<file path="config.mk">
export PLATFORM = sky130hd
export DESIGN_NAME = bmhq_cfg
export DESIGN_NICKNAME = d
export VERILOG_FILES = /design/src/hw/rtl/bmhq_pkg.sv /design/src/hw/rtl/bmhq_cfg.sv
export SDC_FILE = /design/constraint.sdc
export NUM_CORES = 1
export LEC_CHECK = 0
export BUFFER_PORTS_ARGS = -buffer_cell sky130_fd_sc_hd__buf_4
export CORE_MARGIN = 2
export CORE_UTILIZATION = 28
export DETAILED_ROUTE_END_ITERATION = 16
export GPL_TIMING_DRIVEN = 1
export PLACE_DENSITY = 0.75
export SLEW_MARGIN = 30
export SYNTH_ARGS = -nofsm -noshare
export SYNTH_HDL_FRONTEND = slang
export SYNTH_SLANG_ARGS = --single-unit
</file>
<file path="constraint.sdc">
create_clock -name clk -period 0.81 [get_ports clk]
set_clock_uncertainty 0.1 [all_clocks]
set_input_delay 0.0405 -clock clk [delete_from_list [all_inputs] [get_ports clk]]
set_output_delay 0.0405 -clock clk [all_outputs]
set_load 0.01 [all_outputs]
</file>
<file path="src/hw/rtl/bmhq_pkg.sv">
// Shared types, codes and helpers for the binary min-heap queue.
`default_nettype none

package bmhq_pkg;

  // Operation codes carried on the input word
  localparam logic [1:0] FUNC_INSERT = 2'd0;
  localparam logic [1:0] FUNC_REMOVE = 2'd1;
  localparam logic [1:0] FUNC_PEEK   = 2'd2;

  // Result status codes
  localparam logic [1:0] STAT_OK    = 2'd0;
  localparam logic [1:0] STAT_FULL  = 2'd1;
  localparam logic [1:0] STAT_EMPTY = 2'd2;

  // Configuration register map
  localparam logic REG_CAPACITY_LIMIT = 1'b0;
  localparam logic [8:0] CAP_LIMIT_RST = 9'd256;

  // Controller states
  typedef enum logic [2:0] {
    ST_IDLE,
    ST_INS_RD,
    ST_INS_CMP,
    ST_REM_LAST,
    ST_REM_RD,
    ST_REM_CMP,
    ST_DONE
  } state_t;

  // One finished result handed to the output stage
  typedef struct packed {
    logic signed [31:0] top_value;
    logic               top_valid;
    logic [8:0]         entry_count;
    logic [1:0]         status;
  } res_t;

  // Signed greater-than on two heap words
  function automatic logic gt_word(input logic signed [31:0] a, input logic signed [31:0] b);
    return a > b;
  endfunction

endpackage

`default_nettype wire

</file>
<file path="src/hw/rtl/bmhq_cfg.sv">
// APB-style configuration register holding the capacity limit.
`default_nettype none

module bmhq_cfg (
  input  wire logic        clk,
  input  wire logic        rst_n,
  input  wire logic        cfg_psel,
  input  wire logic        cfg_penable,
  input  wire logic        cfg_pwrite,
  input  wire logic [2:0]  cfg_paddr,
  input  wire logic [31:0] cfg_pwdata,
  output logic [31:0]      cfg_prdata,
  output logic             cfg_pready,
  output logic [8:0]       cap_limit
);
  import bmhq_pkg::*;

  logic [8:0] limit_r;
  logic [8:0] limit_nxt;
  logic       wr_en;

  // Decode a completed write to the limit register
  assign cfg_pready = 1'b1;
  assign wr_en = cfg_psel && cfg_penable && cfg_pwrite && cfg_pready
                 && (cfg_paddr[2] == REG_CAPACITY_LIMIT);

  always_comb begin
    limit_nxt = limit_r;
    if (wr_en) begin
      limit_nxt = cfg_pwdata[8:0];
    end
  end

  always_ff @(posedge clk) begin
    if (!rst_n) begin
      limit_r <= CAP_LIMIT_RST;
    end else begin
      limit_r <= limit_nxt;
    end
  end

  // Return the register on reads, zero elsewhere
  always_comb begin
    cfg_prdata = 32'd0;
    if (cfg_paddr[2] == REG_CAPACITY_LIMIT) begin
      cfg_prdata = {23'd0, limit_r};
    end
  end

  assign cap_limit = limit_r;

endmodule

`default_nettype wire

</file>
==> impl_metrics.toml, run 1 <==
[logic_synthesis]
yosysWarningCount = 0
yosys-top-cells-area = "dfxtp_1, buf_4, mux2i_1"
yosysTopAreaCell = "dfxtp_1"
async_flop_share_pct = 0
post-synth-top-count-cell = "buf_4"
synth.top_cell.area_share_pct = 28.2
syn_area_um2 = 639
synth.avg_cell_area_um2 = 8.52
synthFlopType = "dfxtp_1"
yosysUniqueCellTypes = 11
syn_inst = 75
synth_edf_count = 0
ys_ff_latch = 9
ys_top_cells_by_count = "buf_4, nand2_1, and2b_2, dfxtp_1, mux2i_1"
yosysSeqAreaShare_pct = 28.2

[floorplanning]
die_w_um = 51.8
top_level_ports = 82
initial_core_util_pct = 29.2
dieArea_um2 = 2680
core.rowCount = 17
placeableCoreArea_um2 = 2190
die_h_um = 51.8

[sta]
rsz0062_at_grt = "yes"
whs_ns = -0.0483
layout_setup_ws_ns = -0.212
period_needed_ns = 1.02
maxSlewViolCount = 0
fmax_mhz = 979
hold_viol_final = 1
setup_viol = 22
totalNegativeSetupSlack_ns = -3.11
post-route-period-util_pct = 126

[place]
place_worst_setup_slack_ns = -0.143
place.gp.congestion = 0.624
place_area_um2 = 820
io_buffers = 32
place_inst = 133
dp_hpwl_um = 1030

[clock_tree]
cts_tree = "done"
clk_pin_slew_ns = 0.06
max-clock-path-buffers = 2
numCtsBuffers = 3
cts_max_level = 1
cts_sinks = 9
postCtsHoldBufs = 8
clock_latency_ns = 0.25
root_buffer = "clkbuf_4"

[cells_and_area]
drive_gt1_share_pct = 56.9
design_area_um2 = 1160
utilization_pct = 52.8
antenna_cells = 0
area_growth_pct = 80.8
num-nets-final = 171
instances_no_fill = 158
largest_reg_flops = 9

[global_route]
antenna_found_initial = 0
grt_max_degree = 19
grtUsageTotal_pct = 12.1
grt_pass1_vias = 586
grt-ovfl-total = 0
grt_pass1_wl_um = 2370

[routing]
wl_um = 1500
postRouteAntennaNets = 0
vias = 590
drc = 0
wl_per_cell_um = 9.49
via_per_inst = 3.73
dr.pass1.iters = 1
drt_iter0_markers = 0

[setup_path]
crit_type = "reg2out"
critPathRequiredTime_ns = 0.67
critPathLaunchType = "register"
arrival_ns = 0.88
end_kind = "output port"
cp_max_fo = 2

[pwr]
vdd_drop_max_mv = 0.853
p_leak_nw = 0.583
powerDensity_nw_per_um2 = 930
power.total_mw = 1.08

[hold_path]
holdCritPathClass = "in2reg"

[run_status]
outcome = "complete, but fails checks"
violations = "negative hold slack, negative setup slack"

[flow_run]
max_cap_violations = 0
cells by family after synthesis:
| group | after synthesis | share of synthesized area (%) |
|---|---|---|
| buf+inv | 27 | 31.3 |
| flops | 9 | 28.2 |
| mux | 9 | 14.1 |
| other cells | 2 | 1.17 |
| simple gates | 28 | 25.2 |
placed cells by master, fill, tap and decap left out:
master and count:
buf_4 19, conb_1 24, mux2i_1 9, nor2b_1 2
dfxtp_2 9, clkbuf_1 1, and2b_2 9, buf_6 29
nand2_1 11, and4b_1 1, dlygate4sd3_1 8, nand2_2 5
clkbuf_4 3
layer usage:
metal / wire length [um] / global-route usage (%) / vias to the layer above
li1: - / - / 295
met1: 557 / 12.7 / 256
met2: 798 / 22.6 / 39
met3: 144 / 5.46 / 0
met4: 0 / 1.32 / 0
met5: 0 / 0 / -
power breakdown:
part / switching (mW) / internal, mW
sequential: 0.00580 / 0.454
combinational: 0.129 / 0.154
clock: 0.144 / 0.189
total: 0.278 / 0.797
worst max-delay path, stage by stage (launching register included):
cell and delay [ns]:
dfxtp_2 0.31, and2b_2 0.19, buf_6 0.12
final timing paths:
path	startpoint	cells past startpoint	to	slack [ns]
worst max-delay path	cap_limit[3]$_SDFFE_PN0P_	2	cfg_prdata[3]	-0.21
worst min-delay path	cfg_pwdata[8]	3	cap_limit[8]$_SDFFE_PN1P_	-0.05
worst max register to register	cap_limit[5]$_SDFFE_PN0P_	4	cap_limit[5]$_SDFFE_PN0P_	-0.03
worst min register to register	cap_limit[0]$_SDFFE_PN0P_	3	cap_limit[0]$_SDFFE_PN0P_	0.47
timing repair:
item	CTS	global route
gates resized for setup	36	7
endpoints found under the setup margin	18	24
pin swaps	0	0
endpoints found under the hold margin	9	1
gates cloned	0	0
buffers inserted	11	2
cell type report:
class                      count  area, um^2
multi-input combinational     61         354
clock buffer                   4        26.3
tap                           28        35.0
fill                         196        1030
sequential                     9         191
timing repair buffer          56         549
(Power assumes the default switching activity.)
==> run 2, diff against run 1 <==
CELL_PAD_IN_SITES_DETAIL_PLACEMENT = 1   (was default)
CELL_PAD_IN_SITES_GLOBAL_PLACEMENT = 1   (was default)
CORE_UTILIZATION = 17   (was 28)
PLACE_DENSITY = default   (was 0.75)
PLACE_DENSITY_LB_ADDON = 0.1   (was default)
RECOVER_POWER = 50   (was default)
==> impl_metrics.toml, run 2 (synthesis results as in run 1) <==
[run_status]
outcome = "complete, but fails checks"
violations = "negative hold slack, negative setup slack"

[pwr]
internal_power_mw = 0.945
p_switching_mw = 0.313
p_clk_share_pct = 41.3
p_sw_share_pct = 24.9
combPwrFrac_pct = 22.0
powerDensity_nw_per_um2 = 1090
p_leak_nw = 0.576
vdd_drop_max_mv = 0.615
power_frac_seq_pct = 36.7

[sta]
maxSlewViolCount = 0
layout_setup_ws_ns = -0.188
period_needed_ns = 0.998
setup_viol = 19
totalNegativeSetupSlack_ns = -2.57
fmax_mhz = 1000
hold_viol_final = 1
post-route-period-util_pct = 123
rsz0062_at_grt = "yes"
whs_ns = -0.0382

[clock_tree]
root_buffer = "clkbuf_8"
cts_sinks = 9
clock_latency_ns = 0.23
cts_max_level = 1
numCtsBuffers = 3
max-clock-path-buffers = 2
clk_pin_slew_ns = 0.04
cts_tree = "done"
postCtsHoldBufs = 8

[floorplanning]
dieArea_um2 = 4270
top_level_ports = 82
die_h_um = 65.3
initial_core_util_pct = 17.6
placeableCoreArea_um2 = 3630
core.rowCount = 22
die_w_um = 65.3

[setup_path]
crit_type = "reg2out"
arrival_ns = 0.86
critPathLaunchType = "register"
crit_family = "flip-flops"
cp_max_fo = 2
crit_chain = "and2b_2, buf_6"
end_kind = "output port"
critical_path.max_stage_delay_ns = 0.32
critPathRequiredTime_ns = 0.67
slowest_stage = "dfxtp_2"
path_buf_inv = 1

[routing]
vias = 596
drc = 0
dr.pass1.iters = 1
via_per_inst = 3.47
drt_iter0_markers = 0
wl_per_cell_um = 9.80
postRouteAntennaNets = 0
wl_um = 1690

[place]
dp_hpwl_um = 1180
place_area_um2 = 850
io_buffers = 32
place_worst_setup_slack_ns = -0.155
place.gp.congestion = 0.630

[cells_and_area]
num-nets-final = 165
nFillCells = 444
design_area_um2 = 1160
mostFrequentLayoutCells = "conb_1, buf_6, buf_4"
drive_gt1_share_pct = 55.6
area_growth_pct = 80.8
antenna_cells = 0
largest_reg_flops = 9

[global_route]
antenna_found_initial = 0
grtUsageTotal_pct = 8.48
grt_pass1_vias = 623
grt_max_degree = 19
grt_pass1_wl_um = 2720
grt-ovfl-total = 0

[hold_path]
holdCritPathClass = "in2reg"

[flow_run]
max_cap_violations = 0
-- run 2: cell types whose count changed in the layout (fill, tap and decap cells not counted), moves of 2 or more --
cell / before / now
buf_4: 19 / 17
dlygate4sd3_1: 8 / 6
clkbuf_8: 0 / 3
buf_6: 29 / 24
dlymetal6s4s_1: 0 / 2
clkbuf_4: 3 / 0
-- run 2: power groups by stage --
stage | clock network [mW] | logic (mW) | registers [mW]
2_1_floorplan | 0 | 0.192 | 0.473
6_report | 0.520 | 0.277 | 0.462
4_1_cts | 0.542 | 0.278 | 0.461
3_5_place_dp | 0 | 0.211 | 0.470
3_3_place_gp | 0 | 0.211 | 0.470
5_1_grt | 0.561 | 0.304 | 0.462
-- run 2: repair_timing --
| action | in CTS | in global routing |
|---|---|---|
| endpoints found under the setup margin | 18 | 27 |
| setup buffers | 10 | 0 |
| pin swaps | 0 | 0 |
| resized for setup | 32 | 9 |
| hold endpoints to repair | 9 | 1 |
-- run 2: worst min-delay path: cells and delay by family --
kind | cells | cell delay [ns]
buf+inv | 1 | 0.08
mux | 1 | 0.10
simple gates | 1 | 0.03
-- run 2: per-layer routing --
metal	wire, um	vias to the layer above	share of wire [%]	track usage [%]
met1	611	280	36	8.56
li1	-	281	-	-
met4	23	0	1.4	3.13
met2	911	33	54	15.6
met5	0	-	0	0
met3	139	2	8.2	3.42
-- run 2: per-stage QoR --
stage	util, %	instances	total power [mW]
floorplan	-	97	0.665
global placement	23.4	152	0.680
detailed placement	23.4	152	0.680
CTS	31.5	174	1.28
global route	31.8	172	1.33
finish	31.8	172	1.26
-- run 2: final cells by class --
| type | count | area [um^2] | area share [%] |
|---|---|---|---|
| flip-flops and latches | 9 | 191 | 16.6 |
| multi-input cells | 61 | 357 | 30.8 |
| clock buffers | 4 | 45.0 | 3.90 |
| well taps | 48 | 60.1 | 5.19 |
| repair buffers | 50 | 503 | 43.5 |
-- run 2: final timing paths --
kind | start | end | slack, ns | cells past startpoint
max | cap_limit[4]$_SDFFE_PN0P_ | cfg_prdata[4] | -0.19 | 2
min | cfg_pwdata[8] | cap_limit[8]$_SDFFE_PN1P_ | -0.04 | 3
max reg2reg | cap_limit[6]$_SDFFE_PN0P_ | cap_limit[6]$_SDFFE_PN0P_ | -0.02 | 4
min reg2reg | cap_limit[4]$_SDFFE_PN0P_ | cap_limit[4]$_SDFFE_PN0P_ | 0.46 | 3
==> run 3, diff against run 2 <==
CTS_CLUSTER_SIZE = 14   (was default)
TNS_END_PERCENT = 50   (was default)
==> impl_metrics.toml, run 3 (synthesis results as in run 1) <==
[clock_tree]
cts_sinks = 9
clk_pin_slew_ns = 0.04
postCtsHoldBufs = 8
clock_latency_ns = 0.23
root_buffer = "clkbuf_8"
cts_max_level = 1
numCtsBuffers = 3
max-clock-path-buffers = 2
cts_tree = "done"

[global_route]
grt_pass1_vias = 615
grt_pass1_wl_um = 2700
grt_max_degree = 19
grt-ovfl-total = 0
grtUsageTotal_pct = 8.41
antenna_found_initial = 0

[place]
place_inst = 152
place_area_um2 = 850
dp_hpwl_um = 1180
place.gp.congestion = 0.630
io_buffers = 32

[sta]
rsz0062_at_grt = "yes"
hold_viol_final = 1
maxSlewViolCount = 0
fmax_mhz = 1000
period_needed_ns = 0.999
setup_viol = 18
post-route-period-util_pct = 123
whs_ns = -0.0380
layout_setup_ws_ns = -0.189

[cells_and_area]
drive_gt1_share_pct = 54.4
final_common_cell = "conb_1"
design_area_um2 = 1150
num-nets-final = 166
nFillCells = 445
instances_no_fill = 173
area_growth_pct = 80.4
antenna_cells = 0
mostFrequentLayoutCells = "conb_1, buf_6, buf_4"
largest_reg_flops = 9

[floorplanning]
top_level_ports = 82
placeableCoreArea_um2 = 3630
die_w_um = 65.3
die_h_um = 65.3
initial_core_util_pct = 17.6
dieArea_um2 = 4270
core.rowCount = 22

[setup_path]
critPathRequiredTime_ns = 0.67
slowest_stage = "dfxtp_2"
cp_max_fo = 2
critical_path.max_stage_delay_ns = 0.32
crit_chain = "and2b_2, buf_6"
crit_type = "reg2out"
critPathLaunchType = "register"
arrival_ns = 0.86
end_kind = "output port"

[routing]
drt_iter0_markers = 1
wl_per_cell_um = 9.70
via_per_inst = 3.42
postRouteAntennaNets = 0
dr.pass1.iters = 2
wl_um = 1680
drc = 0
vias = 592

[pwr]
vdd_drop_max_mv = 0.633
p_leak_nw = 0.594
powerDensity_nw_per_um2 = 1090

[hold_path]
holdCritPathClass = "in2reg"

[run_status]
outcome = "complete, but fails checks"
violations = "negative hold slack, negative setup slack"

[flow_run]
max_cap_violations = 0
[run 3: worst max-delay path: cells and delay by family, from the launching register on]
kind	cells	cell delay (ns)
buf+inv	1	0.12
flops	1	0.32
simple gates	1	0.19
[run 3: path summary, 6_finish.rpt]
path / from / end / slack [ns] / cells after the start
min reg2reg: cap_limit[1]$_SDFFE_PN0P_ / cap_limit[1]$_SDFFE_PN0P_ / 0.47 / 3
max reg2reg: cap_limit[8]$_SDFFE_PN1P_ / cap_limit[8]$_SDFFE_PN1P_ / 0.01 / 3
min: cfg_pwdata[8] / cap_limit[8]$_SDFFE_PN1P_ / -0.04 / 3
max: cap_limit[4]$_SDFFE_PN0P_ / cfg_prdata[4] / -0.19 / 2
[run 3: metrics by stage]
step                utilization, %  total power, mW  setup WS (ns)  setup TNS [ns]  hold slack (ns)
floorplan                        -            0.665       0.000623               0           0.0826
global placement              23.4            0.680         -0.121           -1.03            0.200
detailed placement            23.4            0.680         -0.155           -1.24            0.205
CTS                           31.2             1.28         -0.189           -2.71          -0.0349
global route                  31.7             1.33         -0.211           -3.13          -0.0250
finish                        31.7             1.26         -0.189           -2.54          -0.0380
[run 3: routing by layer]
layer / vias up / GRT usage (%) / part of all wire [%]
li1: 286 / - / -
met1: 271 / 8.35 / 36
met2: 33 / 15.6 / 54
met3: 2 / 3.42 / 8.2
met4: 0 / 3.13 / 1.4
met5: - / 0 / 0
[run 3: cell type report]
type	count	area [um^2]	share of cell area [%]
Timing Repair Buffer	51	505	43.8
Clock buffer	4	45.0	3.90
Multi-Input combinational cell	61	352	30.5
Sequential cell	9	191	16.6
Tap cell	48	60.1	5.21
[run 3: power by group]
part	internal [mW]	switching (mW)	total, mW
sequential	0.456	0.00535	0.461
combinational	0.151	0.129	0.280
clock	0.343	0.178	0.521
[run 3: timing repair]
item | 4_1_cts | 5_1_grt
resized for setup | 30 | 10
endpoints found under the setup margin | 18 | 27
hold endpoints to repair | 9 | 1
setup buffers | 9 | 0
