File: config.mk
export PLATFORM = sky130hd
export DESIGN_NAME = bmhq_ctrl
export DESIGN_NICKNAME = d
export VERILOG_FILES = /design/src/hw/rtl/bmhq_pkg.sv /design/src/hw/rtl/bmhq_ctrl.sv
export SDC_FILE = /design/constraint.sdc
export NUM_CORES = 1
export LEC_CHECK = 0
export BUFFER_PORTS_ARGS = -buffer_cell sky130_fd_sc_hd__clkbuf_2
export CORE_UTILIZATION = 55
export CTS_CLUSTER_DIAMETER = 60
export DETAILED_ROUTE_END_ITERATION = 6
export PLACE_DENSITY = 0.86
export SLEW_MARGIN = 40
export SYNTH_ARGS = -nofsm -noshare
export SYNTH_HDL_FRONTEND = slang
export SYNTH_SLANG_ARGS = --single-unit
File: constraint.sdc
create_clock -name clk -period 9.3 [get_ports clk]
set_clock_uncertainty 0.15 [all_clocks]
set_input_delay 1.395 -clock clk [delete_from_list [all_inputs] [get_ports clk]]
set_output_delay 1.395 -clock clk [all_outputs]
set_load 0.02 [all_outputs]
File: src/hw/rtl/bmhq_pkg.sv
// Shared types, codes and helpers for the binary min-heap queue.
`default_nettype none

package bmhq_pkg;

  // Operation codes carried on the input word
  localparam logic [1:0] FUNC_INSERT = 2'd0;
  localparam logic [1:0] FUNC_REMOVE = 2'd1;
  localparam logic [1:0] FUNC_PEEK   = 2'd2;

  // Result status codes
  localparam logic [1:0] STAT_OK    = 2'd0;
  localparam logic [1:0] STAT_FULL  = 2'd1;
  localparam logic [1:0] STAT_EMPTY = 2'd2;

  // Configuration register map
  localparam logic REG_CAPACITY_LIMIT = 1'b0;
  localparam logic [8:0] CAP_LIMIT_RST = 9'd256;

  // Controller states
  typedef enum logic [2:0] {
    ST_IDLE,
    ST_INS_RD,
    ST_INS_CMP,
    ST_REM_LAST,
    ST_REM_RD,
    ST_REM_CMP,
    ST_DONE
  } state_t;

  // One finished result handed to the output stage
  typedef struct packed {
    logic signed [31:0] top_value;
    logic               top_valid;
    logic [8:0]         entry_count;
    logic [1:0]         status;
  } res_t;

  // Signed greater-than on two heap words
  function automatic logic gt_word(input logic signed [31:0] a, input logic signed [31:0] b);
    return a > b;
  endfunction

endpackage

`default_nettype wire

File: src/hw/rtl/bmhq_ctrl.sv
// Sequencer for insert, remove and peek, with sift-up and sift-down over the store.
`default_nettype none

module bmhq_ctrl #(
  parameter int CAPACITY = 256,
  parameter int AW       = 8,
  parameter int CW       = 9
) (
  input  wire logic               clk,
  input  wire logic               rst_n,
  input  wire logic               in_valid,
  output logic                    in_ready,
  input  wire logic [1:0]         in_func,
  input  wire logic signed [31:0] in_value,
  input  wire logic [8:0]         cap_limit,
  output logic                    res_valid,
  input  wire logic               res_ready,
  output bmhq_pkg::res_t          res,
  output logic                    mem_we,
  output logic [AW-1:0]           mem_waddr,
  output logic signed [31:0]      mem_wdata,
  output logic [AW-1:0]           mem_raddr_a,
  output logic [AW-1:0]           mem_raddr_b,
  input  wire logic signed [31:0] mem_rdata_a,
  input  wire logic signed [31:0] mem_rdata_b
);
  import bmhq_pkg::*;

  localparam int LIMW = (CW > 9) ? CW : 9;
  localparam int LW   = AW + 1;

  state_t             state_r, state_nxt;
  logic [AW-1:0]      pos_r, pos_nxt;
  logic signed [31:0] val_r, val_nxt;
  logic [CW-1:0]      cnt_r, cnt_nxt;
  logic [1:0]         stat_r, stat_nxt;
  logic               rok_r, rok_nxt;
  logic signed [31:0] root_r, root_nxt;

  logic [LIMW-1:0]    eff_limit;
  logic               full;
  logic [AW-1:0]      parent;
  logic [LW-1:0]      left_idx;
  logic [LW-1:0]      right_idx;
  logic               pick_right;
  logic signed [31:0] pick_val;
  logic [LW-1:0]      pick_idx;

  // Effective limit is the smaller of the register and the built depth
  always_comb begin
    if (LIMW'(cap_limit) > LIMW'(CAPACITY)) begin
      eff_limit = LIMW'(CAPACITY);
    end else begin
      eff_limit = LIMW'(cap_limit);
    end
  end
  assign full = (LIMW'(cnt_r) >= eff_limit);

  // Tree addressing around the current position
  assign parent     = AW'((pos_r - 1'b1) >> 1);
  assign left_idx   = {pos_r, 1'b1};
  assign right_idx  = left_idx + 1'b1;
  assign pick_right = rok_r && gt_word(mem_rdata_a, mem_rdata_b);
  assign pick_val   = pick_right ? mem_rdata_b : mem_rdata_a;
  assign pick_idx   = pick_right ? right_idx : left_idx;

  // Next state, memory requests and datapath updates
  always_comb begin
    state_nxt   = state_r;
    pos_nxt     = pos_r;
    val_nxt     = val_r;
    cnt_nxt     = cnt_r;
    stat_nxt    = stat_r;
    rok_nxt     = rok_r;
    in_ready    = 1'b0;
    res_valid   = 1'b0;
    mem_we      = 1'b0;
    mem_waddr   = pos_r;
    mem_wdata   = val_r;
    mem_raddr_a = parent;
    mem_raddr_b = parent;
    case (state_r)
      ST_IDLE: begin
        in_ready = 1'b1;
        if (in_valid) begin
          case (in_func)
            FUNC_INSERT: begin
              if (full) begin
                stat_nxt  = STAT_FULL;
                state_nxt = ST_DONE;
              end else begin
                stat_nxt  = STAT_OK;
                val_nxt   = in_value;
                pos_nxt   = AW'(cnt_r);
                state_nxt = ST_INS_RD;
              end
            end
            FUNC_REMOVE: begin
              if (cnt_r == '0) begin
                stat_nxt  = STAT_EMPTY;
                state_nxt = ST_DONE;
              end else begin
                stat_nxt    = STAT_OK;
                mem_raddr_a = AW'(cnt_r - 1'b1);
                state_nxt   = ST_REM_LAST;
              end
            end
            default: begin
              stat_nxt  = (cnt_r == '0) ? STAT_EMPTY : STAT_OK;
              state_nxt = ST_DONE;
            end
          endcase
        end
      end
      ST_INS_RD: begin
        if (pos_r == '0) begin
          mem_we    = 1'b1;
          cnt_nxt   = cnt_r + 1'b1;
          state_nxt = ST_DONE;
        end else begin
          mem_raddr_a = parent;
          state_nxt   = ST_INS_CMP;
        end
      end
      ST_INS_CMP: begin
        mem_we = 1'b1;
        if (gt_word(mem_rdata_a, val_r)) begin
          // Pull the larger parent down and climb
          mem_wdata = mem_rdata_a;
          pos_nxt   = parent;
          state_nxt = ST_INS_RD;
        end else begin
          cnt_nxt   = cnt_r + 1'b1;
          state_nxt = ST_DONE;
        end
      end
      ST_REM_LAST: begin
        val_nxt = mem_rdata_a;
        cnt_nxt = cnt_r - 1'b1;
        pos_nxt = '0;
        if (cnt_r == CW'(1)) begin
          state_nxt = ST_DONE;
        end else begin
          state_nxt = ST_REM_RD;
        end
      end
      ST_REM_RD: begin
        if (left_idx >= LW'(cnt_r)) begin
          mem_we    = 1'b1;
          state_nxt = ST_DONE;
        end else begin
          mem_raddr_a = left_idx[AW-1:0];
          mem_raddr_b = right_idx[AW-1:0];
          rok_nxt     = (right_idx < LW'(cnt_r));
          state_nxt   = ST_REM_CMP;
        end
      end
      ST_REM_CMP: begin
        mem_we = 1'b1;
        if (gt_word(val_r, pick_val)) begin
          // Lift the smaller child and descend
          mem_wdata = pick_val;
          pos_nxt   = pick_idx[AW-1:0];
          state_nxt = ST_REM_RD;
        end else begin
          state_nxt = ST_DONE;
        end
      end
      ST_DONE: begin
        res_valid = 1'b1;
        if (res_ready) begin
          state_nxt = ST_IDLE;
        end
      end
      default: begin
        state_nxt = ST_IDLE;
      end
    endcase
  end

  // Shadow the root entry for the result word
  always_comb begin
    root_nxt = root_r;
    if (mem_we && (mem_waddr == '0)) begin
      root_nxt = mem_wdata;
    end
  end

  always_ff @(posedge clk) begin
    if (!rst_n) begin
      state_r <= ST_IDLE;
      cnt_r   <= '0;
    end else begin
      state_r <= state_nxt;
      cnt_r   <= cnt_nxt;
    end
  end

  always_ff @(posedge clk) begin
    pos_r  <= pos_nxt;
    val_r  <= val_nxt;
    stat_r <= stat_nxt;
    rok_r  <= rok_nxt;
    root_r <= root_nxt;
  end

  // Assemble the result
  always_comb begin
    res.top_valid   = (cnt_r != '0);
    res.top_value   = (cnt_r != '0) ? root_r : 32'sd0;
    res.entry_count = 9'(cnt_r);
    res.status      = stat_r;
  end

endmodule

`default_nettype wire

==> results of run 1 <==
-- worst min-delay path by stage --
| stage | slack, ps | cells after the start | end |
|---|---|---|---|
| 6_report | 500 | 2 | cnt_r[7]$_SDFFE_PN0P_ |
| 5_1_grt | 520 | 2 | cnt_r[2]$_SDFFE_PN0P_ |
| 4_1_cts | 480 | 2 | cnt_r[7]$_SDFFE_PN0P_ |
| 3_5_place_dp | 470 | 2 | cnt_r[7]$_SDFFE_PN0P_ |
| 3_3_place_gp | 470 | 2 | cnt_r[2]$_SDFFE_PN0P_ |
| 2_1_floorplan | 470 | 2 | cnt_r[5]$_SDFFE_PN0P_ |
-- metrics by stage --
stage,power [mW],instance area (µm²)
5_1_grt,2.80,10200
6_report,2.63,10200
3_3_place_gp,2.22,9900
4_1_cts,2.61,10200
2_1_floorplan,1.74,8680
3_5_place_dp,2.26,9940
-- cells in the final DEF (no fill, tap or decap), types with 14 or more instances in the layout --
cell type  instances
nand2_1          155
ha_1             127
nand4_1           19
mux2i_1           36
nand3_1           26
nor2_1            38
edfxtp_1          75
clkbuf_2         213
and3_1            37
o21ai_0           30
inv_1             89
a221o_1           38
and2_1            36
xnor2_1           15
a21oi_1           53
o211ai_1          14
nor3_1            20
-- registers in the layout, indices dropped and copies added, names as in the netlist --
name,count
cnt_r,9
mem_waddr,8
rok_r,1
root_r,32
stat_r,2
state_r,3
val_r,32
-- worst min-delay path: cells and delay by family, from the launching register on --
kind           cells  cell delay [ps]
AO/OA/AOI/OAI      2              190
flip-flops         1              420
-- power by group through the flow --
stage / Combinational (mW) / Sequential [mW] / Clock, mW
after detailed placement: 1.61 / 0.654 / 0
after CTS: 1.62 / 0.647 / 0.343
after global placement: 1.57 / 0.654 / 0
final: 1.64 / 0.653 / 0.341
after global routing: 1.78 / 0.659 / 0.358
after floorplan: 1.14 / 0.600 / 0
-- cells by family after synthesis --
kind of cell / after synthesis / share of synthesized area [%]
and+or+nand+nor: 376 / 21.6
adders and majority gates: 127 / 18.3
muxes: 39 / 4.54
DFF: 87 / 28.7
xor gates and xnor gates: 23 / 2.32
AOI/OAI and AO/OA: 211 / 17.9
buffers and inverters: 142 / 6.66
-- routing by layer --
layer	wire length [µm]	part of all wire [%]	track usage [%]	up-vias
li1	-	-	-	4057
met1	10400	40	40.8	3943
met2	11900	46	53.5	482
met3	2630	10	6.57	66
met4	756	2.9	13.8	0
met5	0	0	0	-
-- cells in the mapped netlist (5+ instances only) --
cell type / count
xnor2_1: 15
and3_1: 37
nor2b_1: 6
and2_1: 36
edfxtp_1: 75
ha_1: 127
dfxtp_1: 12
mux2i_1: 36
nor2_1: 40
clkbuf_1: 28
o21ai_0: 30
a221o_1: 38
or3_1: 5
nor4_1: 9
buf_2: 9
a21oi_1: 54
nand2_1: 155
o21a_1: 9
inv_1: 89
a22oi_1: 10
o211ai_1: 14
nand3_1: 26
buf_1: 8
nor3_1: 20
xor2_1: 8
nand4_1: 19
-- area by class of cell --
| class | count | share of cell area [%] |
|---|---|---|
| repair buffers | 226 | 11.8 |
| clock inverters | 5 | 0.307 |
| inverters | 91 | 3.35 |
| well taps | 211 | 2.59 |
| clock buffers | 11 | 2.28 |
| multi-input cells | 776 | 55.3 |
| flip-flops and latches | 87 | 24.4 |
==> flow_metrics.env, run 1 <==
export IMPL_start_util_pct=56.7
export IMPL_worst_pin_slew_ps=825
export IMPL_hp_class="reg2reg"
export IMPL_numPortBuffers=213
export IMPL_vias=8548
export IMPL_avgViaCountPerCell=6.08
export IMPL_period_share_pct=90.5
export IMPL_drt_drc_violations_left=0
export IMPL_post_route_util_pct=66.6
export IMPL_synth_ff_latch_count=87
export IMPL_drt_wirelength_per_cell_um=18.3
export IMPL_die_area_um2=16300
export IMPL_nets=1429
export IMPL_pwr_share_clk_pct=12.9
export IMPL_grt_pass1_vias=8178
export IMPL_required_ps=7760
export IMPL_cap_viol_max_count=0
export IMPL_root_buffer="clkbuf_16"
export IMPL_crit_path_start="mem_rdata_a[31]"
export IMPL_rows=45
export IMPL_async_flop_share_pct=0
export IMPL_firstDrtPassIters=5
export IMPL_vdd_drop_max_mv=0.202
export IMPL_finalHoldViolations=0
export IMPL_nFillCells=1301
export IMPL_coreArea_um2=15300
export IMPL_grt_use_total_pct=32.2
export IMPL_hold_path_startpoint="cnt_r[7]$_SDFFE_PN0P_"
export IMPL_cts_hold_buf=0
export IMPL_cts_tree="done"
export IMPL_comb_power_share_pct=62.2
export IMPL_grt_max_degree=52
export IMPL_cts_inserted_buffers=9
export IMPL_antenna_found_initial=0
export IMPL_period_needed_ps=8420
export IMPL_status="finished clean"
export IMPL_synth_top_cell_area_share_pct=26.0
export IMPL_syn_avg_cell_area_um2=8.63
export IMPL_switching_share_pct=50.3
export IMPL_r2r_start="rok_r$_DFFE_PP_"
export IMPL_postCtsSetupBuffers=0
export IMPL_rrSetupSlack_ps=4420
export IMPL_internal_power_mw=1.31
export IMPL_ff_latch_area_um2=2490
export IMPL_ios=214
export IMPL_slew_violations=0
export IMPL_rr_worst_depth=15
export IMPL_cp_top_family="simple AND/OR/NAND/NOR gates"
export IMPL_clockBufferDepth=2
export IMPL_ys_seq_area_share_pct=28.7
export IMPL_ys_flop_type="edfxtp_1"
export IMPL_die_h_um=128
export IMPL_slowest_delay_ps=560
export IMPL_critPathBufInv=4
export IMPL_seqPwrFrac_pct=24.8
export IMPL_critPathCaptureType="output port"
export IMPL_setup_viol_count_final=0
export IMPL_cp_max_fo=51
export IMPL_crit_arrival_ps=6870
export IMPL_syn2layout_area_growth_pct=17.6
export IMPL_setup_tns_final_ps=0
export IMPL_powerDensity_nw_per_um2=258
export IMPL_clock_sinks=87
export IMPL_netlist_instances=1005
export IMPL_dp_slack_ps=947
export IMPL_drt_iter0_drc=736
export IMPL_syn_num_nets=1243
export IMPL_overflow=0
export IMPL_synth_area_leaders="edfxtp_1 26%, ha_1 18%, nand2_1 6.7%"
export IMPL_worstSkewPairLatency_ps=360
export IMPL_rsz0062_at_grt="no"
export IMPL_yosysWarnings=0
export IMPL_p_sw_mw=1.32
export IMPL_path_class="in2out"
export IMPL_final_cell_count_no_fill=1407
export IMPL_gp_congestion=0.934
export IMPL_crit_chain="clkbuf_2 -> ha_1 -> nand4_2 -> nor4_4 -> nand4_1 -> a31oi_2 -> o41ai_4 -> nor2_4 -> buf_12 -> mux2i_1 -> ha_1 -> nand4_1 -> nor4_1 -> o31a_1 -> o31a_1 -> nor3_4 -> nor2_2 -> buf_4 -> a221o_1 -> clkbuf_2"
export IMPL_die_width_um=128
export IMPL_max_slew_margin_pct=44.8
export IMPL_cp_start_kind="primary input"
export IMPL_antenna_left=0
export IMPL_drive_above_1_share_pct=22.2
export IMPL_layout_setup_ws_ps=885
export IMPL_place_inst=1391
export IMPL_multi_input_area_um2=5640
export IMPL_cp_depth=20
export IMPL_htree_levels=3
export IMPL_timing_fmax_ghz=0.119
export IMPL_yosys_area_top_type="edfxtp_1"
export IMPL_crit_path_end="mem_wdata[31]"
export IMPL_timing_rr_end="mem_waddr[2]$_DFFE_PP_"
export IMPL_hold_ws_ps=501
export IMPL_clk_pin_slew_ps=70
export IMPL_wl_um=25700
export IMPL_cts_resized=0
export IMPL_synth_edf_count=75
export IMPL_p_leak_nw=4.89
export IMPL_synthDistinctLibCells=70
export IMPL_diodes=0
export IMPL_grt_first_pass_wirelength_um=41000
export IMPL_dp_hpwl_um=19500
export IMPL_slowest_stage="nor2_2"
export IMPL_netlist_area_um2=8680
Power figures use the tool's default switching activity.
==> run 2: changes to the inputs <==
--- a/config.mk
+++ b/config.mk
@@ -6,10 +6,11 @@
 export NUM_CORES = 1
 export LEC_CHECK = 0
 export BUFFER_PORTS_ARGS = -buffer_cell sky130_fd_sc_hd__clkbuf_2
-export CORE_UTILIZATION = 55
+export CORE_UTILIZATION = 56
+export CTS_BUF_LIST = sky130_fd_sc_hd__clkbuf_4 sky130_fd_sc_hd__clkbuf_8
 export CTS_CLUSTER_DIAMETER = 60
 export DETAILED_ROUTE_END_ITERATION = 6
-export PLACE_DENSITY = 0.86
+export PLACE_DENSITY = 0.87
 export SLEW_MARGIN = 40
 export SYNTH_ARGS = -nofsm -noshare
 export SYNTH_HDL_FRONTEND = slang
==> flow_metrics.env, run 2 (same netlist as run 1, synthesis figures left out) <==
export IMPL_status="finished clean"
export IMPL_overflow=0
export IMPL_cap_viol_max_count=0
export IMPL_critPathCaptureType="output port"
export IMPL_final_cell_mix="213 x clkbuf_2, 154 x nand2_1, 127 x ha_1"
export IMPL_coreArea_um2=15100
export IMPL_grt_max_degree=43
export IMPL_seqPwrFrac_pct=25.3
export IMPL_die_width_um=126
export IMPL_design_area_um2=10100
export IMPL_place_inst=1367
export IMPL_vias=8650
export IMPL_dp_hpwl_um=20300
export IMPL_ios=214
export IMPL_diodes=0
export IMPL_slowest_stage="nor4_1"
export IMPL_drt_drc_violations_left=0
export IMPL_hold_ws_ps=489
export IMPL_pwr_share_clk_pct=12.0
export IMPL_postCtsSetupBuffers=0
export IMPL_clockBufferDepth=2
export IMPL_setup_tns_final_ps=0
export IMPL_internal_power_mw=1.28
export IMPL_wl_um=26400
export IMPL_p_sw_mw=1.31
export IMPL_cp_start_kind="primary input"
export IMPL_finalHoldViolations=0
export IMPL_rrSetupSlack_ps=4140
export IMPL_vdd_drop_max_mv=0.205
export IMPL_grt_pass1_vias=8301
export IMPL_path_class="in2out"
export IMPL_cp_max_fo=42
export IMPL_grt_first_pass_wirelength_um=41900
export IMPL_cts_resized=0
export IMPL_place_area_um2=9920
export IMPL_start_util_pct=57.3
export IMPL_reg_largest_list="root_r: 32 flops, val_r: 32 flops, cnt_r: 9 flops"
export IMPL_worst_pin_slew_ps=740
export IMPL_crit_arrival_ps=7360
export IMPL_slowest_delay_ps=670
export IMPL_firstDrtPassIters=5
export IMPL_slew_violations=0
export IMPL_cts_hold_buf=0
export IMPL_p_leak_nw=4.87
export IMPL_htree_levels=3
export IMPL_rows=45
export IMPL_timing_fmax_ghz=0.112
export IMPL_rsz0062_at_grt="no"
export IMPL_avgViaCountPerCell=6.25
export IMPL_antenna_found_initial=0
export IMPL_required_ps=7760
export IMPL_hp_class="reg2reg"
export IMPL_powerDensity_nw_per_um2=255
export IMPL_nets=1428
export IMPL_worstSkewPairLatency_ps=390
export IMPL_setup_viol_count_final=0
export IMPL_drt_wirelength_per_cell_um=19.1
export IMPL_root_buffer="clkbuf_8"
export IMPL_cts_inserted_buffers=9
export IMPL_grt_use_total_pct=33.4
export IMPL_switching_share_pct=50.6
export IMPL_drive_above_1_share_pct=22.4
export IMPL_gp_congestion=0.972
export IMPL_drt_iter0_drc=779
export IMPL_syn2layout_area_growth_pct=17.0
export IMPL_antenna_left=0
export IMPL_die_h_um=126
export IMPL_comb_power_share_pct=62.8
export IMPL_period_needed_ps=8910
export IMPL_mostFrequentLayoutCell="clkbuf_2"
export IMPL_cts_tree="done"
export IMPL_crit_chain="clkbuf_2 -> ha_1 -> nand4_1 -> nor4_1 -> o21ai_1 -> a31oi_2 -> o41ai_4 -> nor2_4 -> buf_4 -> mux2i_1 -> ha_1 -> nand4_1 -> nor4_1 -> nand2_1 -> nand2_1 -> o31a_1 -> nor3_4 -> nor2_2 -> buf_4 -> a221o_1 -> clkbuf_2"
export IMPL_numPortBuffers=213
export IMPL_period_share_pct=95.8
export IMPL_clk_pin_slew_ps=100
export IMPL_max_slew_margin_pct=50.5
export IMPL_nFillCells=1196
export IMPL_final_cell_count_no_fill=1383
export IMPL_die_area_um2=16000
export IMPL_clock_sinks=87
export IMPL_total_power_mw=2.59
[run 2: changes by cell type in the layout (fill, tap and decap cells not counted), moves of 2 or more]
cell and change:
clkbuf_8 +10, clkbuf_16 -9, buf_4 -2, bufinv_16 +2, clkbuf_1 -2, clkinv_2 -2
[run 2: area by class of cell]
cell class	instances	area, µm²	area share (%)
Clock buffer	10	138	1.36
Clock inverter	6	90.1	0.888
Inverter	91	342	3.37
Multi-Input combinational cell	776	5650	55.6
Sequential cell	87	2490	24.6
Tap cell	188	235	2.32
Timing Repair Buffer	225	1200	11.9
[run 2: metal layers]
metal / global-route usage [%] / up-vias / part of all wire (%)
met5: 0 / - / 0
met4: 15.1 / 0 / 3.3
met3: 5.82 / 60 / 9.5
met2: 55.4 / 533 / 46
met1: 42.5 / 4005 / 41
li1: - / 4052 / -
[run 2: worst paths after layout]
check	cells after the start	from	end
setup / recovery	21	mem_rdata_a[14]	mem_wdata[1]
hold / removal	2	cnt_r[7]$_SDFFE_PN0P_	cnt_r[7]$_SDFFE_PN0P_
hold reg to reg	2	cnt_r[7]$_SDFFE_PN0P_	cnt_r[7]$_SDFFE_PN0P_
setup reg to reg	14	rok_r$_DFFE_PP_	mem_waddr[4]$_DFFE_PP_
[run 2: critical path, delay by kind of cell]
| kind | cells | cell delay, ps |
|---|---|---|
| AO/OA/AOI/OAI | 5 | 1080 |
| adder cells (fa/ha/maj) | 2 | 730 |
| buffers and inverters | 4 | 1250 |
| multiplexers | 1 | 150 |
| AND/OR/NAND/NOR | 9 | 2720 |
[run 2: per-stage QoR]
step	util [%]	setup WS (ps)
after floorplan	-	1740
after global placement	65.1	701
after detailed placement	65.5	607
after CTS	67.0	558
after global routing	67.0	37.6
final	67.0	391
[run 2: power groups by stage]
stage	sequential [mW]	clock, mW	combinational (mW)
floorplan	0.600	0	1.14
global placement	0.654	0	1.55
detailed placement	0.655	0	1.59
CTS	0.646	0.311	1.61
global route	0.662	0.325	1.76
finish	0.654	0.310	1.63
